--- src/hw/rtl/srp_pkg.sv ---
// ----------------------------------------------------------------------------
// Serpent cipher package
// Shared types, constants and round functions for the Serpent core.
// ----------------------------------------------------------------------------
`default_nettype none
package srp_pkg;

  localparam int unsigned NumRoundKeys = 33;
  localparam int unsigned NumRounds    = 32;
  localparam int unsigned NumCfgRegs   = 4;
  localparam logic [31:0] PhiWord      = 32'h9e3779b9;

  typedef logic [5:0] rk_idx_t;

  localparam logic [1:0] CfgKeyLowPair    = 2'd0;
  localparam logic [1:0] CfgKeySecondPair = 2'd1;
  localparam logic [1:0] CfgKeyThirdPair  = 2'd2;
  localparam logic [1:0] CfgKeyHighPair   = 2'd3;

  localparam logic OpEncrypt = 1'b0;
  localparam logic OpDecrypt = 1'b1;

  // Commands from the controller to the datapath.
  typedef struct packed {
    logic    load_block;  // capture the input block
    logic    kx_init;     // load the prekey window from the key
    logic    kx_step;     // make one round key, write it at rk_idx
    logic    enc_round;   // one forward round at rk_idx
    logic    dec_first;   // decrypt opening: mix rk32, then inverse sbox 7
    logic    dec_round;   // one inverse round at rk_idx
    logic    rd_key;      // read the round key at rd_idx
    rk_idx_t rk_idx;
    rk_idx_t rd_idx;
  } dp_cmd_t;

  function automatic logic [3:0] sbox_fwd(input logic [2:0] b, input logic [3:0] v);
    logic [63:0] t;
    case (b)
      3'd0: t = 64'hc907_24de_b56a_1f83;
      3'd1: t = 64'h43d6_8eb1_a509_72cf;
      3'd2: t = 64'h25b0_4e1d_fac3_9768;
      3'd3: t = 64'he57a_421d_369c_8bf0;
      3'd4: t = 64'hd7e9_a452_6b0c_38f1;
      3'd5: t = 64'h176d_8e30_c9a4_b25f;
      3'd6: t = 64'h0a3d_f19e_b648_5c27;
      default: t = 64'h6539_ac47_b28e_0fd1;
    endcase
    return t[{v, 2'b00} +: 4];
  endfunction

  function automatic logic [3:0] sbox_inv(input logic [2:0] b, input logic [3:0] v);
    logic [3:0] r;
    r = 4'd0;
    for (int j = 0; j < 16; j++) begin
      if (sbox_fwd(b, 4'(j)) == v) r = 4'(j);
    end
    return r;
  endfunction

  function automatic logic [127:0] sbox_slice(input logic [2:0] b, input logic inv,
                                              input logic [127:0] x);
    logic [127:0] y;
    logic [3:0] v;
    logic [3:0] o;
    y = '0;
    for (int i = 0; i < 32; i++) begin
      v = {x[96+i], x[64+i], x[32+i], x[i]};
      o = inv ? sbox_inv(b, v) : sbox_fwd(b, v);
      y[i] = o[0]; y[32+i] = o[1]; y[64+i] = o[2]; y[96+i] = o[3];
    end
    return y;
  endfunction

  function automatic logic [31:0] rol(input logic [31:0] x, input int unsigned n);
    return (x << n) | (x >> (32 - n));
  endfunction

  function automatic logic [127:0] lt_fwd(input logic [127:0] s);
    logic [31:0] x0, x1, x2, x3;
    {x3, x2, x1, x0} = s;
    x0 = rol(x0, 13); x2 = rol(x2, 3);
    x1 = x1 ^ x0 ^ x2; x3 = x3 ^ x2 ^ (x0 << 3);
    x1 = rol(x1, 1); x3 = rol(x3, 7);
    x0 = x0 ^ x1 ^ x3; x2 = x2 ^ x3 ^ (x1 << 7);
    x0 = rol(x0, 5); x2 = rol(x2, 22);
    return {x3, x2, x1, x0};
  endfunction

  function automatic logic [127:0] lt_inv(input logic [127:0] s);
    logic [31:0] x0, x1, x2, x3;
    {x3, x2, x1, x0} = s;
    x2 = rol(x2, 10); x0 = rol(x0, 27);
    x2 = x2 ^ x3 ^ (x1 << 7); x0 = x0 ^ x1 ^ x3;
    x3 = rol(x3, 25); x1 = rol(x1, 31);
    x3 = x3 ^ x2 ^ (x0 << 3); x1 = x1 ^ x0 ^ x2;
    x2 = rol(x2, 29); x0 = rol(x0, 19);
    return {x3, x2, x1, x0};
  endfunction

endpackage
`default_nettype wire

--- src/hw/rtl/srp_ctrl.sv ---
// ----------------------------------------------------------------------------
// Serpent controller
// Sequences key expansion, the rounds and the result handshake.
// ----------------------------------------------------------------------------
`default_nettype none
module srp_ctrl (
  input  wire logic             clk,
  input  wire logic             rst_n,
  input  wire logic             cfg_we,
  input  wire logic             in_tvalid,
  output logic                  in_tready,
  input  wire logic             in_op,
  output logic                  out_tvalid,
  input  wire logic             out_tready,
  output srp_pkg::dp_cmd_t      cmd
);

  typedef enum logic [5:0] {
    StIdle  = 6'b000001,
    StKx    = 6'b000010,
    StPrep  = 6'b000100,
    StRound = 6'b001000,
    StFin   = 6'b010000,
    StOut   = 6'b100000
  } state_t;

  state_t  state_r, state_nxt;
  logic    stale_r, stale_nxt;
  logic    dec_r, dec_nxt;
  srp_pkg::rk_idx_t cnt_r, cnt_nxt;
  logic    accept;

  assign in_tready  = (state_r == StIdle);
  assign out_tvalid = (state_r == StOut);
  assign accept     = in_tvalid && in_tready;

  // Decrypt counts rounds downward and reads the key at cnt; encrypt reads one ahead.
  always_comb begin
    state_nxt = state_r;
    stale_nxt = stale_r | cfg_we;
    dec_nxt   = dec_r;
    cnt_nxt   = cnt_r;
    cmd       = '0;
    cmd.rk_idx = cnt_r;
    case (state_r)
      StIdle: begin
        if (accept) begin
          cmd.load_block = 1'b1;
          dec_nxt = (in_op == srp_pkg::OpDecrypt);
          cnt_nxt = '0;
          if (stale_r) begin
            cmd.kx_init = 1'b1;
            state_nxt = StKx;
          end else begin
            state_nxt = StPrep;
          end
        end
      end
      StKx: begin
        cmd.kx_step = 1'b1;
        cnt_nxt = cnt_r + 6'd1;
        if (cnt_r == 6'd32) begin
          stale_nxt = 1'b0;
          state_nxt = StPrep;
        end
      end
      StPrep: begin
        cmd.rd_key = 1'b1;
        cmd.rd_idx = dec_r ? 6'd32 : 6'd0;
        cnt_nxt = dec_r ? 6'd31 : 6'd0;
        state_nxt = StRound;
      end
      StRound: begin
        cmd.rd_key = 1'b1;
        if (!dec_r) begin
          cmd.enc_round = 1'b1;
          cmd.rd_idx = cnt_r + 6'd1;
          cnt_nxt = cnt_r + 6'd1;
          if (cnt_r == 6'd31) state_nxt = StFin;
        end else begin
          if (cnt_r == 6'd31) cmd.dec_first = 1'b1;
          else cmd.dec_round = 1'b1;
          cmd.rd_idx = cnt_r;
          cnt_nxt = cnt_r - 6'd1;
          if (cnt_r == 6'd0) state_nxt = StFin;
        end
      end
      StFin: begin
        cmd.rk_idx = 6'd63;
        cmd.rd_key = 1'b1;
        state_nxt = StOut;
      end
      StOut: begin
        if (out_tready) state_nxt = StIdle;
      end
      default: state_nxt = StIdle;
    endcase
  end

  always_ff @(posedge clk) begin
    if (!rst_n) begin
      state_r <= StIdle;
      stale_r <= 1'b1;
      dec_r   <= 1'b0;
      cnt_r   <= '0;
    end else begin
      state_r <= state_nxt;
      stale_r <= stale_nxt;
      dec_r   <= dec_nxt;
      cnt_r   <= cnt_nxt;
    end
  end

  a_onehot: assert property (@(posedge clk) disable iff (!rst_n) $onehot(state_r))
    else $error("state not one-hot");
  a_kx_stale: assert property (@(posedge clk) disable iff (!rst_n)
    (state_r == StKx) |-> stale_r) else $error("expansion with fresh keys");
  a_out_hold: assert property (@(posedge clk) disable iff (!rst_n)
    (out_tvalid && !out_tready) |=> out_tvalid) else $error("result dropped");
  a_no_accept: assert property (@(posedge clk) disable iff (!rst_n)
    (state_r != StIdle) |-> !in_tready) else $error("ready while busy");

endmodule
`default_nettype wire

--- config.mk ---
export PLATFORM = sky130hd
export DESIGN_NAME = srp_ctrl
export DESIGN_NICKNAME = d
export VERILOG_FILES = /design/src/hw/rtl/srp_pkg.sv /design/src/hw/rtl/srp_ctrl.sv
export SDC_FILE = /design/constraint.sdc
export NUM_CORES = 1
export LEC_CHECK = 0
export BUFFER_PORTS_ARGS = -buffer_cell sky130_fd_sc_hd__buf_4
export CAP_MARGIN = 20
export CORE_MARGIN = 1
export CORE_UTILIZATION = 48
export CTS_BUF_LIST = sky130_fd_sc_hd__clkbuf_16
export DETAILED_ROUTE_END_ITERATION = 6
export HOLD_SLACK_MARGIN = 0.02
export PLACE_DENSITY = 0.76
export SYNTH_ARGS = -nofsm -noshare
export SYNTH_HDL_FRONTEND = slang
export SYNTH_SLANG_ARGS = --single-unit
--- constraint.sdc ---
create_clock -name clk -period 1.73 [get_ports clk]
set_clock_uncertainty 0.05 [all_clocks]
set_input_delay 0.346 -clock clk [delete_from_list [all_inputs] [get_ports clk]]
set_output_delay 0.346 -clock clk [all_outputs]
set_load 0.05 [all_outputs]
==> results.tsv, run 1 <==
stage	metric	value	unit
run_status	status	did not finish	
run_status	failing step	clock tree synthesis (4_1_cts)	
run_status	Err	[ERROR DPL-0038] Utilization greater than 100%, impossible to legalize	
placement	dpl cells	254	
cts	setup bufs post-CTS	21	
logic_synthesis	leading register cell type out of synthesis	dfxtp_1	
floorplanning	Die X-Extent	52.4	um
floorplanning	row count	17	
logic_synthesis	ranking of synthesized cells by area	dfxtp_1, ha_1, a21oi_1, o21ai_0, nand2_1	
placement	IO buf count	26	
logic_synthesis	Post-synth EDFFs	0	
cts	hold-fix buffers at CTS	0	
logic_synthesis	Synth area leader	dfxtp_1	
logic_synthesis	FFs w/ async S/R, synth	0	
logic_synthesis	register area share after synthesis	0.230	
cts	post-CTS sizing	85	
logic_synthesis	Ys Warns	0	
floorplanning	Starting Density	0.530	
placement	routability cong.	0.914	
cts	CTS Buf Count	3	
placement	Detailed Place HPWL	3280	um
logic_synthesis	Netlist Area Pre-Place	0.00122	mm^2
logic_synthesis	synthesized flop and latch total	14	
cts	Root Buffer	clkbuf_16	
logic_synthesis	Synth top area share	0.230	
logic_synthesis	synthesized netlist cell count	167	
logic_synthesis	Post-Syn Nets	178	
floorplanning	io pins	27	
cts	clk sinks	14	
cts	Max clock buf depth	2	
floorplanning	chip height	52.4	um
logic_synthesis	Syn Area/Cell	7.29	um^2
logic_synthesis	synth unique cells	50	
cts	H-tree levels	1	
stage by stage:
step	area (um^2)	setup TNS, ps	setup slack (ps)	hold WS, ps
after detailed placement	1930	-6630	-358	500
after global placement	1930	-5560	-344	492
after floorplan	1440	-3470	-371	358
cells in the mapped netlist, types with 2 or more instances:
cell type   n
a211oi_1    3
a21oi_1    11
a31oi_1     3
and2_1      3
and3_1      3
buf_2       3
clkbuf_1    6
dfxtp_1    14
ha_1        5
inv_1       7
inv_2       2
mux2i_1     2
nand2_1    14
nand2b_1    3
nand3_1     8
nor2_1     14
nor2b_1     2
nor3_1      8
nor3b_1     5
o211ai_1    2
o21ai_0    11
o22ai_1     3
or3_1       2
or3b_4      2
xnor2_1     6
cells by family after synthesis:
group,share of synthesized area
adder cells (fa/ha/maj),0.0514
buffers and inverters,0.0740
AND/OR/NAND/NOR,0.336
flip-flops,0.230
XOR/XNOR,0.0504
AO/OA/AOI/OAI,0.242
multiplexers,0.0164
==> run 2, diff against run 1 <==
--- a/config.mk
+++ b/config.mk
@@ -7,12 +7,10 @@
 export LEC_CHECK = 0
 export BUFFER_PORTS_ARGS = -buffer_cell sky130_fd_sc_hd__buf_4
 export CAP_MARGIN = 20
-export CORE_MARGIN = 1
-export CORE_UTILIZATION = 48
-export CTS_BUF_LIST = sky130_fd_sc_hd__clkbuf_16
+export CORE_AREA = 2 2 63 65
 export DETAILED_ROUTE_END_ITERATION = 6
-export HOLD_SLACK_MARGIN = 0.02
-export PLACE_DENSITY = 0.76
+export DIE_AREA = 0 0 65 67
+export PLACE_DENSITY_LB_ADDON = 0.15
 export SYNTH_ARGS = -nofsm -noshare
 export SYNTH_HDL_FRONTEND = slang
 export SYNTH_SLANG_ARGS = --single-unit
==> constraint.sdc (replaced) <==
create_clock -name clk -period 2.2 [get_ports clk]
set_clock_uncertainty 0.05 [all_clocks]
set_input_delay 0.44 -clock clk [delete_from_list [all_inputs] [get_ports clk]]
set_output_delay 0.44 -clock clk [all_outputs]
set_load 0.05 [all_outputs]
==> results.tsv, run 2 <==
stage	metric	value	unit	change
run_status	status	finished, violations left		
run_status	failing checks	negative setup slack		
cells_and_area	NumNets Final	244		
power	worst vdd ir	559	uV	
setup_path	CP arrival	1940	ps	
cts	clock slew at reported path FFs	70	ps	
floorplanning	Die ar.	0.00436	mm^2	
sta	RSZ-0062 raised after global routing	true		
power	leak pwr	0.000946	uW	
sta	Fin. Hold Viols	0		
grt	GRT Util Overall	0.217		
placement	post-place setup slack	16.2	ps	+374 ps
cells_and_area	layout cells sized above 1	0.504		
grt	M3 GR Usage	0.0422		
cells_and_area	Core Util, Final	0.599		
power	pwr dens	758	mW/mm^2	
grt	largest net degree at the start of global routing	13		
cts	Root Buffer	clkbuf_8		
detailed_routing	final WL	4580	um	
cells_and_area	Regs by FF count	cnt_r: 6 flops, state_r: 6 flops		
cells_and_area	area grow syn2layout	77.5	%	
cells_and_area	# diodes	0		
grt	GR Util met1	0.262		
logic_synthesis	Post-synth top cells	dfxtp_1, nand2_1, nor2_1		
flow_run	max_cap viols	0		
sta	Final setup violation count	13		
cts	CTS tree	done		
grt	gr busiest metal	met2		
setup_path	crit-path max FO	4		
floorplanning	Starting Density	0.338		-0.192
floorplanning	core area	0.00361	mm^2	
floorplanning	chip height	67	um	+28%
logic_synthesis	synth unique cells	50		unchanged
floorplanning	io pins	27		unchanged
logic_synthesis	Post-synth EDFFs	0		unchanged
logic_synthesis	register area share after synthesis	0.230		unchanged
logic_synthesis	Syn Area/Cell	7.29	um^2	unchanged
cts	clk sinks	14		unchanged
logic_synthesis	FFs w/ async S/R, synth	0		unchanged
placement	dpl cells	257		+1.2%
detailed_routing	WL per Instance	16.4	um	
logic_synthesis	synthesized flop and latch total	14		unchanged
logic_synthesis	Post-Syn Nets	178		unchanged
grt	vias in the first global route	1511		
cts	Clk Latency, worst-skew pair	260	ps	
sta	Worst-Margin Slew	496	ps	
logic_synthesis	Synth area leader	dfxtp_1		
placement	Detailed Place HPWL	2900	um	-12%
setup_path	WP data required	1710	ps	
floorplanning	Die X-Extent	65	um	+24%
setup_path	type of origin of the critical path	flip-flop		
cells_and_area	Cell Count, Final, Fillers Out	280		
placement	routability cong.	0.843		-7.8%
cts	hold-fix buffers at CTS	0		unchanged
detailed_routing	Final ANT Viol Nets	0		
sta	fin crit share	1.10		
sta	Final Slew Violations	0		
sta	Max Freq	0.412	GHz	
sta	Period minus WS final	2430	ps	
detailed_routing	Iter 0 DRT Violations	119		
worst_hold_path	HP Class	primary input to flip-flop		
detailed_routing	drt drc	0		
sta	Setup TNS Final	-1290	ps	
grt	total gr overflow	0		
cts	Max clock buf depth	2		unchanged
floorplanning	row count	22		+5
detailed_routing	Via density	5.45		
setup_path	worst setup path category	flip-flop to output port		
grt	antenna violations before repair	0		
grt	met2 usage in global routing	0.380		
logic_synthesis	ranking of synthesized cells by area	dfxtp_1, ha_1, a21oi_1, o21ai_0, nand2_1		
logic_synthesis	synthesized netlist cell count	167		unchanged
cts	H-tree levels	1		unchanged
sta	Slew HR	0.667		
cells_and_area	most frequent cells in the layout	buf_4, buf_6, nand2_1		
setup_path	critical path endpoint category	output port		
detailed_routing	Pre-antenna DRT Iters	5		
grt	first-pass GRT wire length	7200	um	
sta	final worst slack	-226	ps	
cells_and_area	commonest non-fill, non-tap cell in the layout	buf_4		
logic_synthesis	Netlist Area Pre-Place	0.00122	mm^2	unchanged
cts	CTS Buf Count	3		unchanged
logic_synthesis	Synth top area share	0.230		unchanged
placement	IO buf count	26		unchanged
detailed_routing	total number of vias	1526		
logic_synthesis	Ys Warns	0		unchanged
logic_synthesis	leading register cell type out of synthesis	dfxtp_1		
## run 2: cell counts after synthesis
No cell type changed its count.
## run 2: worst paths after layout
check             slack, ps  depth (start not counted)        from       end
hold reg to reg         520                          2     stale_r   stale_r
hold / removal          340                          2       rst_n   stale_r
setup / recovery       -230                          5  state_r[2]   cmd[17]
setup reg to reg        -30                          9  state_r[2]  cnt_r[5]
## run 2: cell type report
class,count,area (um^2)
multi-input combinational,132,1030
inverter,10,42.5
tap,48,60.1
sequential,14,285
clock buffer,4,55.1
timing repair buffer,72,687
fill,312,1450
## run 2: stage by stage
step / cell area (um^2) / power [uW] / hold WS, ps
4_1_cts: 2060 / 1590 / 327
3_5_place_dp: 1740 / 1190 / 507
6_report: 2160 / 1640 / 335
5_1_grt: 2160 / 1730 / 347
2_1_floorplan: 1330 / 911 / 433
3_3_place_gp: 1740 / 1190 / 483
## run 2: timing repair
item / 4_1_cts / 5_1_grt
gates cloned: 1 / 0
endpoints found under the setup margin: 21 / 16
pin swaps: 13 / 10
resized for setup: 35 / 20
setup buffers: 16 / 6
## run 2: report_power, final
part / switching [uW] / internal [uW]
clock: 104 / 159
sequential: 49.8 / 287
combinational: 558 / 480
total: 712 / 926
## run 2: metal layers
metal  part of all wire  vias to the layer above
li1                   -                      730
met1               0.42                      736
met2               0.51                       49
met3              0.043                       11
met4              0.021                        0
met5                  0                        -
## run 2: cells by family (layout without fill, tap and decap cells)
logic type	count (synthesis)	in the layout	share of synthesized area
and+or+nand+nor	74	74	0.336
AOI/OAI and AO/OA	44	44	0.242
buffers and inverters	21	86	0.0740
DFF	14	14	0.230
xor gates and xnor gates	7	7	0.0504
adders and majority gates	5	5	0.0514
muxes	2	2	0.0164
## run 2: worst max-delay path, stage by stage (launching register included)
cell and delay (ps):
dfxtp_2 320, or4_4 530, or3b_4 430, inv_4 70, and3_4 180, buf_8 140
(Power assumes the default switching activity.)
==> run 3, diff against run 2 <==
--- a/config.mk
+++ b/config.mk
@@ -7,9 +7,11 @@
 export LEC_CHECK = 0
 export BUFFER_PORTS_ARGS = -buffer_cell sky130_fd_sc_hd__buf_4
 export CAP_MARGIN = 20
-export CORE_AREA = 2 2 63 65
+export CELL_PAD_IN_SITES_DETAIL_PLACEMENT = 1
+export CELL_PAD_IN_SITES_GLOBAL_PLACEMENT = 2
+export CORE_MARGIN = 1
+export CORE_UTILIZATION = 30
 export DETAILED_ROUTE_END_ITERATION = 6
-export DIE_AREA = 0 0 65 67
 export PLACE_DENSITY_LB_ADDON = 0.15
 export SYNTH_ARGS = -nofsm -noshare
 export SYNTH_HDL_FRONTEND = slang
==> results.tsv, run 3 (synthesis results as in run 2) <==
stage	metric	value	unit	change
grt	largest net degree at the start of global routing	20		+7
grt	total gr overflow	0		unchanged
sta	hold_ws	333	ps	-2.06 ps
grt	GR Util met1	0.305		+0.0423
placement	Detailed Place HPWL	3300	um	+14%
cts	H-tree levels	1		unchanged
cells_and_area	most frequent cells in the layout	buf_4, buf_6, o21ai_0, dfxtp_1, nor2_1		
cells_and_area	layout cells sized above 1	0.465		-0.0389
setup_path	critical path endpoint category	output port		
setup_path	critical path's largest stage delay	540	ps	about the same
cts	Max clock buf depth	2		unchanged
cts	clock slew at reported path FFs	60	ps	about the same
placement	post-place setup slack	-21.7	ps	-37.9 ps
run_status	failing checks	negative setup slack		
worst_hold_path	HP Class	primary input to flip-flop		
floorplanning	io pins	27		unchanged
cells_and_area	commonest non-fill, non-tap cell in the layout	buf_4		
sta	Fin. Hold Viols	0		unchanged
setup_path	Crit-path slowest cell	or4_4		
power	sequential fraction of design power	0.195		-0.010
floorplanning	Starting Density	0.323		-0.0148
cells_and_area	# diodes	0		unchanged
sta	Max Freq	0.414	GHz	+0.34%
power	Net Switching	698	uW	-1.9%
setup_path	crit path cell chain	or4_4 -> or3b_4 -> inv_4 -> and3_4 -> buf_8		
cts	Clk Latency, worst-skew pair	250	ps	about the same
power	Sw Share	0.438		+0.00358
sta	final worst slack	-217	ps	+8.21 ps
setup_path	WP data required	1710	ps	about the same
cts	CTS Buf Count	3		unchanged
flow_run	max_cap viols	0		unchanged
grt	met2 usage in global routing	0.370		-0.0103
power	leak pwr	0.000808	uW	-15%
sta	Period minus WS final	2420	ps	-8.21 ps
detailed_routing	Final ANT Viol Nets	0		unchanged
setup_path	CP delay by family, top	simple AND/OR/NAND/NOR gates		
setup_path	type of origin of the critical path	flip-flop		
setup_path	Buf/Inv on CP	2		unchanged
detailed_routing	Via density	5.43		-0.29%
sta	Final Slew Violations	0		unchanged
detailed_routing	Pre-antenna DRT Iters	4		-1
detailed_routing	drt drc	0		unchanged
floorplanning	core area	0.00377	mm^2	+4.6%
sta	Worst-Margin Slew	481	ps	-15.5 ps
grt	antenna violations before repair	0		unchanged
grt	first-pass GRT wire length	7250	um	+0.76%
cts	CTS tree	done		
cts	Root Buffer	clkbuf_8		
detailed_routing	final WL	4470	um	-2.4%
floorplanning	row count	22		unchanged
detailed_routing	WL per Instance	16.9	um	+3.1%
floorplanning	Die ar.	0.00432	mm^2	-0.88%
sta	RSZ-0062 raised after global routing	true		
grt	gr busiest metal	met2		
floorplanning	Die X-Extent	65.7	um	+1.1%
power	pwr dens	796	mW/mm^2	+5.0%
run_status	status	finished, violations left		
setup_path	CP arrival	1930	ps	about the same
grt	GRT Util Overall	0.222		+0.00492
placement	IO buf count	26		unchanged
power	clock power share	0.160		about the same
setup_path	crit-path max FO	3		-1
setup_path	worst setup path category	flip-flop to output port		
cts	hold-fix buffers at CTS	0		unchanged
cells_and_area	Core Util, Final	0.531		-0.0684
cts	clk sinks	14		unchanged
detailed_routing	Iter 0 DRT Violations	82		-31%
power	worst vdd ir	541	uV	-3.3%
power	Comb power frac	0.645		+0.011
sta	Setup TNS Final	-965	ps	+321 ps
detailed_routing	total number of vias	1440		-5.6%
cells_and_area	Regs by FF count	cnt_r: 6 flops, state_r: 6 flops		
sta	Slew HR	0.677		+0.0104
placement	routability cong.	0.788		-6.6%
cells_and_area	NumNets Final	229		-6.1%
sta	fin crit share	1.10		-0.00373
grt	vias in the first global route	1474		-2.4%
power	P_int	895	uW	-3.3%
floorplanning	chip height	65.7	um	-1.9%
cells_and_area	area grow syn2layout	64.4	%	
grt	M3 GR Usage	0.0156		-0.0266
sta	Final setup violation count	7		-6
## run 3: power groups by stage
stage	clock [uW]	combinational, uW	sequential, uW
after floorplan	0	600	311
final	255	1030	311
after global placement	0	883	312
after global routing	268	1100	315
after detailed placement	0	899	315
after CTS	259	1000	310
## run 3: stage by stage
step	total power (uW)	area, um^2	instances
6_report	1590	2000	265
5_1_grt	1680	2000	265
4_1_cts	1570	1900	263
3_5_place_dp	1210	1730	254
3_3_place_gp	1200	1730	254
2_1_floorplan	911	1330	167
## run 3: final timing paths
kind / startpoint / to / slack (ps) / cells after the start
hold / removal: rst_n / stale_r / 330 / 2
setup reg to reg: state_r[3] / state_r[1] / 130 / 7
hold reg to reg: dec_r / dec_r / 520 / 2
setup / recovery: state_r[3] / cmd[17] / -220 / 5
## run 3: repair_timing
action	4_1_cts	5_1_grt
setup endpoints to repair	21	21
pin swaps	2	1
gates resized for setup	21	23
buffers inserted	5	2
## run 3: worst register-to-register path: stages, from the launching register on
cell      delay, ps
dfxtp_2         330
or4_1           590
buf_4           180
nor3b_4         260
buf_4           170
a221oi_2         60
a41oi_1         220
nor2_1           80
## run 3: routing by layer
| metal | vias to the layer above | wire length, um |
|---|---|---|
| met5 | - | 0 |
| met4 | 0 | 36 |
| met2 | 24 | 2160 |
| met1 | 712 | 2180 |
| li1 | 700 | - |
| met3 | 4 | 92 |
## run 3: area by class of cell
class                   instances  area [um^2]
flip-flops and latches         14          284
multi-input cells             132         1020
fillers                       449         1770
well taps                      48         60.1
clock buffers                   4         55.1
inverters                      10         40.0
repair buffers                 57          539
